`config.mk`:
```
export PLATFORM = sky130hd
export DESIGN_NAME = integer_to_ascii_formatter
export DESIGN_NICKNAME = d
export VERILOG_FILES = /design/src/i2a_pkg.sv /design/src/i2a_conv.sv /design/src/i2a_emit.sv /design/src/integer_to_ascii_formatter.sv
export SDC_FILE = /design/constraint.sdc
export NUM_CORES = 1
export LEC_CHECK = 0
export BUFFER_PORTS_ARGS = -buffer_cell sky130_fd_sc_hd__buf_2
export CAP_MARGIN = 25
export CORE_ASPECT_RATIO = 2
export CORE_UTILIZATION = 30
export DETAILED_ROUTE_END_ITERATION = 12
export GPL_ROUTABILITY_DRIVEN = 0
export PLACE_DENSITY = 0.48
export SYNTH_ARGS = -nofsm -noshare
export SYNTH_HDL_FRONTEND = slang
export SYNTH_SLANG_ARGS = --single-unit
```
`constraint.sdc`:
```
create_clock -name clk -period 5.4 [get_ports clk]
set_input_delay 0.27 -clock clk [delete_from_list [all_inputs] [get_ports clk]]
set_output_delay 0.27 -clock clk [all_outputs]
set_load 0.02 [all_outputs]
```
`src/i2a_pkg.sv`:
```
// Shared constants, types and helpers for the integer to ASCII formatter.
`default_nettype none
package i2a_pkg;

  localparam int VALUE_W    = 32;
  localparam int OP_W       = 2;
  localparam int WIDTH_W    = 4;
  localparam int CHAR_W     = 8;
  localparam int DIG_W      = 4;
  localparam int DEC_DIGITS = 10;
  localparam int HEX_DIGITS = 8;
  localparam int DIGS_W     = DEC_DIGITS * DIG_W;
  localparam int BITCNT_W   = $clog2(VALUE_W);

  localparam logic [OP_W-1:0] OP_SDEC = 2'd0;
  localparam logic [OP_W-1:0] OP_UDEC = 2'd1;
  localparam logic [OP_W-1:0] OP_HEX  = 2'd2;

  localparam logic [CHAR_W-1:0] ASCII_DIGIT_BASE = 8'd48;
  localparam logic [CHAR_W-1:0] ASCII_HEX_BASE   = 8'd55;
  localparam logic [CHAR_W-1:0] ASCII_MINUS      = 8'd45;

  localparam logic [WIDTH_W-1:0] DEC_COUNT = WIDTH_W'(DEC_DIGITS);
  localparam logic [WIDTH_W-1:0] HEX_COUNT = WIDTH_W'(HEX_DIGITS);

  typedef struct packed {
    logic                 valid;
    logic [DIGS_W-1:0]    digits;
    logic [WIDTH_W-1:0]   count;
    logic                 neg;
    logic                 fixed;
    logic [WIDTH_W-1:0]   width;
  } i2a_digits_t;

  function automatic logic [CHAR_W-1:0] digit_char(input logic [DIG_W-1:0] d);
    logic [CHAR_W-1:0] base;
    base = (d < 4'd10) ? ASCII_DIGIT_BASE : ASCII_HEX_BASE;
    return base + CHAR_W'(d);
  endfunction

endpackage
`default_nettype wire

```
`src/i2a_conv.sv`:
```
// Bit-serial binary to BCD converter, with direct nibble load for hex.
`default_nettype none
module i2a_conv (
  input  wire logic                           clk,
  input  wire logic                           rst_n,
  input  wire logic                           go,
  input  wire logic [i2a_pkg::OP_W-1:0]       op,
  input  wire logic [i2a_pkg::VALUE_W-1:0]    value,
  input  wire logic [i2a_pkg::WIDTH_W-1:0]    width,
  output logic                                busy,
  output i2a_pkg::i2a_digits_t                dig
);

  localparam logic S_IDLE = 1'b0;
  localparam logic S_CONV = 1'b1;

  logic                                state_r, state_nxt;
  logic [i2a_pkg::VALUE_W-1:0]         bin_r, bin_nxt;
  logic [i2a_pkg::DIGS_W-1:0]          bcd_r, bcd_nxt;
  logic [i2a_pkg::BITCNT_W-1:0]        cnt_r, cnt_nxt;
  logic                                neg_r, neg_nxt;
  logic                                fixed_r, fixed_nxt;
  logic [i2a_pkg::WIDTH_W-1:0]         width_r, width_nxt;
  i2a_pkg::i2a_digits_t                out_r, out_nxt;
  logic [i2a_pkg::DIGS_W-1:0]          adj;
  logic [i2a_pkg::WIDTH_W-1:0]         wclamp;
  logic                                is_neg;

  always_comb begin
    for (int i = 0; i < i2a_pkg::DEC_DIGITS; i++) begin
      adj[i*i2a_pkg::DIG_W +: i2a_pkg::DIG_W] =
        (bcd_r[i*i2a_pkg::DIG_W +: i2a_pkg::DIG_W] >= 4'd5) ?
        bcd_r[i*i2a_pkg::DIG_W +: i2a_pkg::DIG_W] + 4'd3 :
        bcd_r[i*i2a_pkg::DIG_W +: i2a_pkg::DIG_W];
    end
  end

  always_comb begin
    if (op == i2a_pkg::OP_HEX) begin
      wclamp = (width > i2a_pkg::HEX_COUNT) ? i2a_pkg::HEX_COUNT : width;
    end else begin
      wclamp = (width > i2a_pkg::DEC_COUNT) ? i2a_pkg::DEC_COUNT : width;
    end
    is_neg = (op == i2a_pkg::OP_SDEC) && value[i2a_pkg::VALUE_W-1];
  end

  always_comb begin
    state_nxt = state_r;
    bin_nxt   = bin_r;
    bcd_nxt   = bcd_r;
    cnt_nxt   = cnt_r;
    neg_nxt   = neg_r;
    fixed_nxt = fixed_r;
    width_nxt = width_r;
    out_nxt   = out_r;
    out_nxt.valid = 1'b0;
    unique case (state_r)
      S_IDLE: begin
        if (go) begin
          neg_nxt   = is_neg;
          fixed_nxt = (op != i2a_pkg::OP_SDEC);
          width_nxt = wclamp;
          if (op == i2a_pkg::OP_HEX) begin
            out_nxt.valid  = 1'b1;
            out_nxt.digits = {value, {(i2a_pkg::DIGS_W - i2a_pkg::VALUE_W){1'b0}}};
            out_nxt.count  = i2a_pkg::HEX_COUNT;
            out_nxt.neg    = 1'b0;
            out_nxt.fixed  = 1'b1;
            out_nxt.width  = wclamp;
          end else begin
            bin_nxt   = is_neg ? (~value + 1'b1) : value;
            bcd_nxt   = '0;
            cnt_nxt   = '0;
            state_nxt = S_CONV;
          end
        end
      end
      S_CONV: begin
        {bcd_nxt, bin_nxt} = {adj, bin_r} << 1;
        cnt_nxt = cnt_r + 1'b1;
        if (cnt_r == {i2a_pkg::BITCNT_W{1'b1}}) begin
          out_nxt.valid  = 1'b1;
          out_nxt.digits = {adj[i2a_pkg::DIGS_W-2:0], bin_r[i2a_pkg::VALUE_W-1]};
          out_nxt.count  = i2a_pkg::DEC_COUNT;
          out_nxt.neg    = neg_r;
          out_nxt.fixed  = fixed_r;
          out_nxt.width  = width_r;
          state_nxt      = S_IDLE;
        end
      end
      default: state_nxt = S_IDLE;
    endcase
  end

  always_ff @(posedge clk) begin
    if (!rst_n) begin
      state_r     <= S_IDLE;
      out_r.valid <= 1'b0;
    end else begin
      state_r     <= state_nxt;
      out_r.valid <= out_nxt.valid;
    end
    bin_r        <= bin_nxt;
    bcd_r        <= bcd_nxt;
    cnt_r        <= cnt_nxt;
    neg_r        <= neg_nxt;
    fixed_r      <= fixed_nxt;
    width_r      <= width_nxt;
    out_r.digits <= out_nxt.digits;
    out_r.count  <= out_nxt.count;
    out_r.neg    <= out_nxt.neg;
    out_r.fixed  <= out_nxt.fixed;
    out_r.width  <= out_nxt.width;
  end

  assign busy = (state_r == S_CONV);
  assign dig  = out_r;

endmodule
`default_nettype wire

```
`src/i2a_emit.sv`:
```
// Digit shifter that drops leading zeros and emits one character per beat.
`default_nettype none
module i2a_emit (
  input  wire logic                          clk,
  input  wire logic                          rst_n,
  input  wire i2a_pkg::i2a_digits_t          dig,
  output logic                               busy,
  output logic                               strobe,
  output logic [i2a_pkg::CHAR_W-1:0]         ascii_char,
  output logic                               last
);

  localparam logic [1:0] S_IDLE  = 2'd0;
  localparam logic [1:0] S_MINUS = 2'd1;
  localparam logic [1:0] S_SKIP  = 2'd2;
  localparam logic [1:0] S_EMIT  = 2'd3;

  logic [1:0]                       state_r, state_nxt;
  logic [i2a_pkg::DIGS_W-1:0]       dig_r, dig_nxt;
  logic [i2a_pkg::WIDTH_W-1:0]      rem_r, rem_nxt;
  logic [i2a_pkg::WIDTH_W-1:0]      wid_r, wid_nxt;
  logic                             fixed_r, fixed_nxt;
  logic                             strobe_r, strobe_nxt;
  logic [i2a_pkg::CHAR_W-1:0]       char_r, char_nxt;
  logic                             last_r, last_nxt;
  logic [i2a_pkg::DIG_W-1:0]        top;
  logic                             drop;
  logic                             fin;

  assign top  = dig_r[i2a_pkg::DIGS_W-1 -: i2a_pkg::DIG_W];
  assign drop = (top == '0) && (rem_r > 4'd1) && (!fixed_r || (rem_r > wid_r));
  assign fin  = fixed_r ? (wid_r == 4'd1) : (rem_r == 4'd1);

  always_comb begin
    state_nxt  = state_r;
    dig_nxt    = dig_r;
    rem_nxt    = rem_r;
    wid_nxt    = wid_r;
    fixed_nxt  = fixed_r;
    strobe_nxt = 1'b0;
    char_nxt   = char_r;
    last_nxt   = last_r;
    unique case (state_r)
      S_IDLE: begin
        if (dig.valid) begin
          dig_nxt   = dig.digits;
          rem_nxt   = dig.count;
          wid_nxt   = dig.width;
          fixed_nxt = dig.fixed;
          state_nxt = dig.neg ? S_MINUS : S_SKIP;
        end
      end
      S_MINUS: begin
        strobe_nxt = 1'b1;
        char_nxt   = i2a_pkg::ASCII_MINUS;
        last_nxt   = 1'b0;
        state_nxt  = S_SKIP;
      end
      S_SKIP: begin
        if (drop) begin
          dig_nxt = dig_r << i2a_pkg::DIG_W;
          rem_nxt = rem_r - 1'b1;
        end else begin
          state_nxt = S_EMIT;
        end
      end
      S_EMIT: begin
        strobe_nxt = 1'b1;
        char_nxt   = i2a_pkg::digit_char(top);
        last_nxt   = fin;
        dig_nxt    = dig_r << i2a_pkg::DIG_W;
        rem_nxt    = rem_r - 1'b1;
        wid_nxt    = wid_r - 1'b1;
        if (fin) begin
          state_nxt = S_IDLE;
        end
      end
      default: state_nxt = S_IDLE;
    endcase
  end

  always_ff @(posedge clk) begin
    if (!rst_n) begin
      state_r  <= S_IDLE;
      strobe_r <= 1'b0;
    end else begin
      state_r  <= state_nxt;
      strobe_r <= strobe_nxt;
    end
    dig_r   <= dig_nxt;
    rem_r   <= rem_nxt;
    wid_r   <= wid_nxt;
    fixed_r <= fixed_nxt;
    char_r  <= char_nxt;
    last_r  <= last_nxt;
  end

  assign busy       = (state_r != S_IDLE);
  assign strobe     = strobe_r;
  assign ascii_char = char_r;
  assign last       = last_r;

endmodule
`default_nettype wire

```
`src/integer_to_ascii_formatter.sv`:
```
// Top level of the integer to ASCII formatter.
// Decimal: shift-and-add-3 over every input bit, a hand-off to the emitter, a step per dropped
// leading zero, a step to find the first digit, then each character, after a '-' if negative.
// Hex: nibbles load directly, then the same drop and emit steps. Digits leave one a cycle on
// out_strobe, cannot be held off, and busy drops as the last one is issued; operation three, or a
// zero width in unsigned decimal or hex, emits nothing. Sync active-low reset idles all.
`default_nettype none
module integer_to_ascii_formatter (
  input  wire logic                         clk,
  input  wire logic                         rst_n,
  input  wire logic                         start,
  output logic                              busy,
  input  wire logic [i2a_pkg::OP_W-1:0]     in_operation,
  input  wire logic [i2a_pkg::VALUE_W-1:0]  in_value,
  input  wire logic [i2a_pkg::WIDTH_W-1:0]  in_width,
  output logic                              out_strobe,
  output logic [i2a_pkg::CHAR_W-1:0]        out_ascii_char,
  output logic                              out_last
);

  i2a_pkg::i2a_digits_t dig;
  logic                 conv_busy;
  logic                 emit_busy;
  logic                 accept;
  logic                 go;

  assign busy   = conv_busy | emit_busy | dig.valid;
  assign accept = start & ~busy;
  assign go     = accept
                  && (in_operation == i2a_pkg::OP_SDEC
                      || ((in_operation == i2a_pkg::OP_UDEC || in_operation == i2a_pkg::OP_HEX)
                          && in_width != '0));

  i2a_conv u_conv (
    .clk   (clk),
    .rst_n (rst_n),
    .go    (go),
    .op    (in_operation),
    .value (in_value),
    .width (in_width),
    .busy  (conv_busy),
    .dig   (dig)
  );

  i2a_emit u_emit (
    .clk        (clk),
    .rst_n      (rst_n),
    .dig        (dig),
    .busy       (emit_busy),
    .strobe     (out_strobe),
    .ascii_char (out_ascii_char),
    .last       (out_last)
  );

endmodule
`default_nettype wire

```
==> summary.txt <==
Detailed routing
  – Vias: 6056
  – Post-detailed-route via-to-cell ratio: 4.769
  – Number of optimization iterations in the first detailed-route pass: 6
  – Number of DRC markers after the initial detailed-route iteration: 328
  – Final routed wire length divided by cell count: 17.30 µm
  – Total DRC errors in the routed layout: 0
  – Routed Wire Length: 21970 µm
  – Post-route antenna net violation count: 0

CTS
  – Clk sink count: 193
  – Clock tree from TritonCTS: done
  – Master cell of the clock root buffer: sky130_fd_sc_hd__clkbuf_16
  – Worst skew pair latency: 450 ps
  – TritonCTS buffer count: 17
  – Count of instances resized after the clock tree is built: 0
  – Longest Clk Path Bufs: 2
  – Post-CTS Setup Repair Bufs: 0
  – Clock-pin slew reported for the worst setup and hold paths after clock tree synthesis: 70 ps
  – Hold buffers post-CTS: 0
  – H-tree levels: 4

Floorplanning
  – Die span in y: 256.3 µm
  – Chip Width: 129.2 µm
  – Number of top-level pins: 52
  – Total core area: 31660 µm²
  – Count of standard-cell rows: 92
  – Starting density of the core: 30.64%
  – Total die area: 33100 µm²

Timing
  – Post-Route Setup TNS: 0 ps
  – Setup-violating endpoint count in the final report: 0
  – Final number of max-transition violations: 0
  – Slew HR: 50.30%
  – Post-route clock period utilization: 60.10%
  – Crit path time final: 3245 ps
  – RSZ-0062 raised after global routing: no
  – Max Clock Freq: 308.2 MHz
  – Slew at the pin closest to its max-slew limit: 745.5 ps
  – Final Hold Viols: 0
  – Worst hold slack: 148.7 ps
  – Final clock skew: 9.590 ps
  – Post-route worst setup slack: 2155 ps

Setup path
  – Minimum setup slack among reg-to-reg paths: 2150 ps
  – Worst stage delay on the critical path: 500 ps
  – CP Launch Type: flip-flop
  – WP data required: 5490 ps
  – Endpoint arrival time on the critical path: 3330 ps
  – Critical path peak fanout: 32
  – Buffering stage count on the worst path with inverters included: 3
  – Top Family by Delay on Critical Path: buffers and inverters
  – Slowest stage cell on the critical path: sky130_fd_sc_hd__or2_2
  – Cells along the critical path: ha_1 -> and3_1 -> ha_1 -> nand2_1 -> buf_16 -> inv_1 -> or2_2 -> buf_4
  – Critical path endpoint category: flip-flop
  – Most used cell along the critical path: sky130_fd_sc_hd__ha_1
  – Kind of critical path: reg -> reg

Outcome
  – Result of the run: finished clean

Finish
  – Post-Layout Cell Count: 1270
  – Final design instance area without fill: 11010 µm²
  – Area Growth Syn to Fin: 13.53%
  – Fraction of final layout cells with drive strength greater than 1: 18.42%
  – Final-stage net count: 917
  – Number of antenna diodes: 0
  – Layout filler cell count: 3146

Flow run
  – Max-capacitance violation count: 0

Placed design
  – Minimum setup slack after placement: 1472 ps
  – Cell area after placement: 10450 µm²
  – Buffers added on ports: 50
  – Count of placed standard cells including taps: 1237
  – DP HPWL: 15030 µm

Global routing
  – Maximum number of pins on one net before global-route repair: 65
  – Tot GR Track Use: 14.31%
  – Vias in the first global route: 6294
  – Initial antenna violation count: 0
  – Leftover overflow at the end of global routing: 0
  – First-pass GRT wire length: 34960 µm

Power and ir drop
  – Leak pwr: 0.003888 µW
  – Worst ir drop on vdd: 0.2502 mV
  – PD cells: 410.4 nW/µm²

Yosys
  – Post-synth cell types: 54
  – FFs w/ async S/R, synth: 0%
  – Post-Synthesis Mean Instance Area: 12.36 µm²
  – Total number of yosys warnings: 0
  – Number of flops mapped to enable cells by yosys: 188
  – Synth Net Count: 868
  – Most used flip-flop cell after synthesis: sky130_fd_sc_hd__edfxtp_1
  – Synth Instances: 785
  – Synthesized cell area: 9701 µm²
  – Flip-flop and latch count after synthesis: 193
  – Portion of the post-synthesis area used by sequential elements: 59.23%

Min path
  – Hold WC Path Type: in -> reg
[synthesized netlist by cell type (2+ instances only)]
master / n / area [µm²]
sky130_fd_sc_hd__dfxtp_1: 5 / 100.1
sky130_fd_sc_hd__nor2_1: 59 / 221.5
sky130_fd_sc_hd__a22o_1: 11 / 96.34
sky130_fd_sc_hd__a211oi_1: 2 / 15.01
sky130_fd_sc_hd__nor4_1: 3 / 18.77
sky130_fd_sc_hd__o21ai_1: 37 / 185.2
sky130_fd_sc_hd__buf_1: 2 / 7.510
sky130_fd_sc_hd__mux2i_1: 4 / 40.04
sky130_fd_sc_hd__o31ai_1: 6 / 45.04
sky130_fd_sc_hd__clkinv_1: 2 / 7.510
sky130_fd_sc_hd__ha_1: 41 / 513.0
sky130_fd_sc_hd__or2_2: 3 / 18.77
sky130_fd_sc_hd__nor2b_1: 9 / 56.30
sky130_fd_sc_hd__mux2_2: 56 / 630.6
sky130_fd_sc_hd__xor2_1: 15 / 131.4
sky130_fd_sc_hd__nand3_1: 2 / 10.01
sky130_fd_sc_hd__nor4_4: 2 / 42.54
sky130_fd_sc_hd__o21a_1: 2 / 15.01
sky130_fd_sc_hd__edfxtp_1: 188 / 5645
sky130_fd_sc_hd__and3_1: 7 / 43.79
sky130_fd_sc_hd__a21o_1: 5 / 37.54
sky130_fd_sc_hd__nor4b_1: 2 / 17.52
sky130_fd_sc_hd__or2_1: 3 / 18.77
sky130_fd_sc_hd__nand2b_1: 11 / 68.82
sky130_fd_sc_hd__nor3_1: 6 / 30.03
sky130_fd_sc_hd__clkbuf_1: 26 / 97.59
sky130_fd_sc_hd__o21ai_0: 21 / 105.1
sky130_fd_sc_hd__and2_1: 28 / 175.2
sky130_fd_sc_hd__a21oi_1: 40 / 200.2
sky130_fd_sc_hd__xnor2_1: 32 / 280.3
sky130_fd_sc_hd__a31oi_1: 12 / 75.07
sky130_fd_sc_hd__nor3b_1: 17 / 127.6
sky130_fd_sc_hd__nand2_1: 60 / 225.2
sky130_fd_sc_hd__inv_1: 40 / 150.1
sky130_fd_sc_hd__or4_1: 7 / 52.55
[registers in the layout, indices dropped and copies added, names as in the netlist]
| name | count |
|---|---|
| u_emit.strobe | 1 |
| u_emit.ascii_char | 7 |
| u_conv.bin_r | 32 |
| u_emit.state_r | 2 |
| u_emit.wid_r | 4 |
| u_conv.cnt_r | 5 |
| u_conv.neg_r | 1 |
| u_conv.fixed_r | 1 |
| u_emit.last | 1 |
| u_conv.bcd_r | 40 |
| u_conv.dig | 49 |
| u_conv.width_r | 4 |
| u_conv.busy | 1 |
| u_emit.fixed_r | 1 |
| u_emit.dig_r | 40 |
| u_emit.rem_r | 4 |
[cell families (layout without fill, tap and decap cells)]
family          after synthesis  after routing  share of synthesized area, %
xor+xnor                     47             47                         4.244
flops                       193            193                         59.23
other cells                   1              1                       0.03866
simple gates                224            224                         12.09
buf+inv                      72            134                         2.838
compound gates              146            146                         9.158
mux                          60             60                         6.913
fa+ha+maj                    42             42                         5.495
[routing by layer]
layer | up-vias | track usage (%) | routed length, µm
met1 | 2952 | 16.70 | 9026
met2 | 132 | 25.24 | 11590
met4 | 0 | 6.340 | 565
li1 | 2944 | - | -
met5 | - | 0 | 0
met3 | 28 | 2.337 | 793
[placed cells by master, fill, tap and decap left out, types with 5 or more instances in the layout]
cell type                   instances
sky130_fd_sc_hd__xor2_1            15
sky130_fd_sc_hd__o31ai_1            6
sky130_fd_sc_hd__inv_1             40
sky130_fd_sc_hd__nor2b_1            9
sky130_fd_sc_hd__clkbuf_16         17
sky130_fd_sc_hd__xnor2_1           32
sky130_fd_sc_hd__buf_2             50
sky130_fd_sc_hd__a21oi_1           40
sky130_fd_sc_hd__nor3b_1           17
sky130_fd_sc_hd__a31oi_1           12
sky130_fd_sc_hd__buf_4              9
sky130_fd_sc_hd__nor2_1            58
sky130_fd_sc_hd__nor3_1             6
sky130_fd_sc_hd__nand2b_1          11
sky130_fd_sc_hd__mux2_2            56
sky130_fd_sc_hd__o21ai_1           37
sky130_fd_sc_hd__nand2_1           60
sky130_fd_sc_hd__a22o_1            11
sky130_fd_sc_hd__or4_1              7
sky130_fd_sc_hd__and3_1             7
sky130_fd_sc_hd__edfxtp_1         188
sky130_fd_sc_hd__o21ai_0           21
sky130_fd_sc_hd__and2_1            28
sky130_fd_sc_hd__a21o_1             5
sky130_fd_sc_hd__ha_1              41
[stage by stage]
step | power [µW] | util, %
floorplan | 3019 | -
global placement | 3377 | 33.02
detailed placement | 3398 | 33.02
CTS | 4605 | 34.70
global route | 4795 | 34.79
finish | 4520 | 34.79
[cell type report]
class | instances | area (µm²) | area share, %
inverter | 42 | 157.7 | 1.431
clock buffer | 21 | 440.4 | 3.999
multi-input combinational | 520 | 3702 | 33.62
clock inverter | 11 | 91.34 | 0.8294
timing repair buffer | 60 | 345.3 | 3.136
sequential | 193 | 5747 | 52.18
tap | 423 | 529.3 | 4.806
[power by group]
part / switching (µW) / internal [µW]
Combinational: 683 / 426
Clock: 564 / 630
Sequential: 145 / 2070
[worst paths after layout]
| kind | start | end | cells past startpoint |
|---|---|---|---|
| max | u_conv.cnt_r[0] | u_conv.dig[37] | 8 |
| min | rst_n | u_conv.busy | 2 |
| max reg2reg | u_conv.cnt_r[0] | u_conv.dig[37] | 8 |
| min reg2reg | u_conv.dig[4] | u_emit.fixed_r | 0 |
Note: power is estimated with default switching activity, not from simulation.
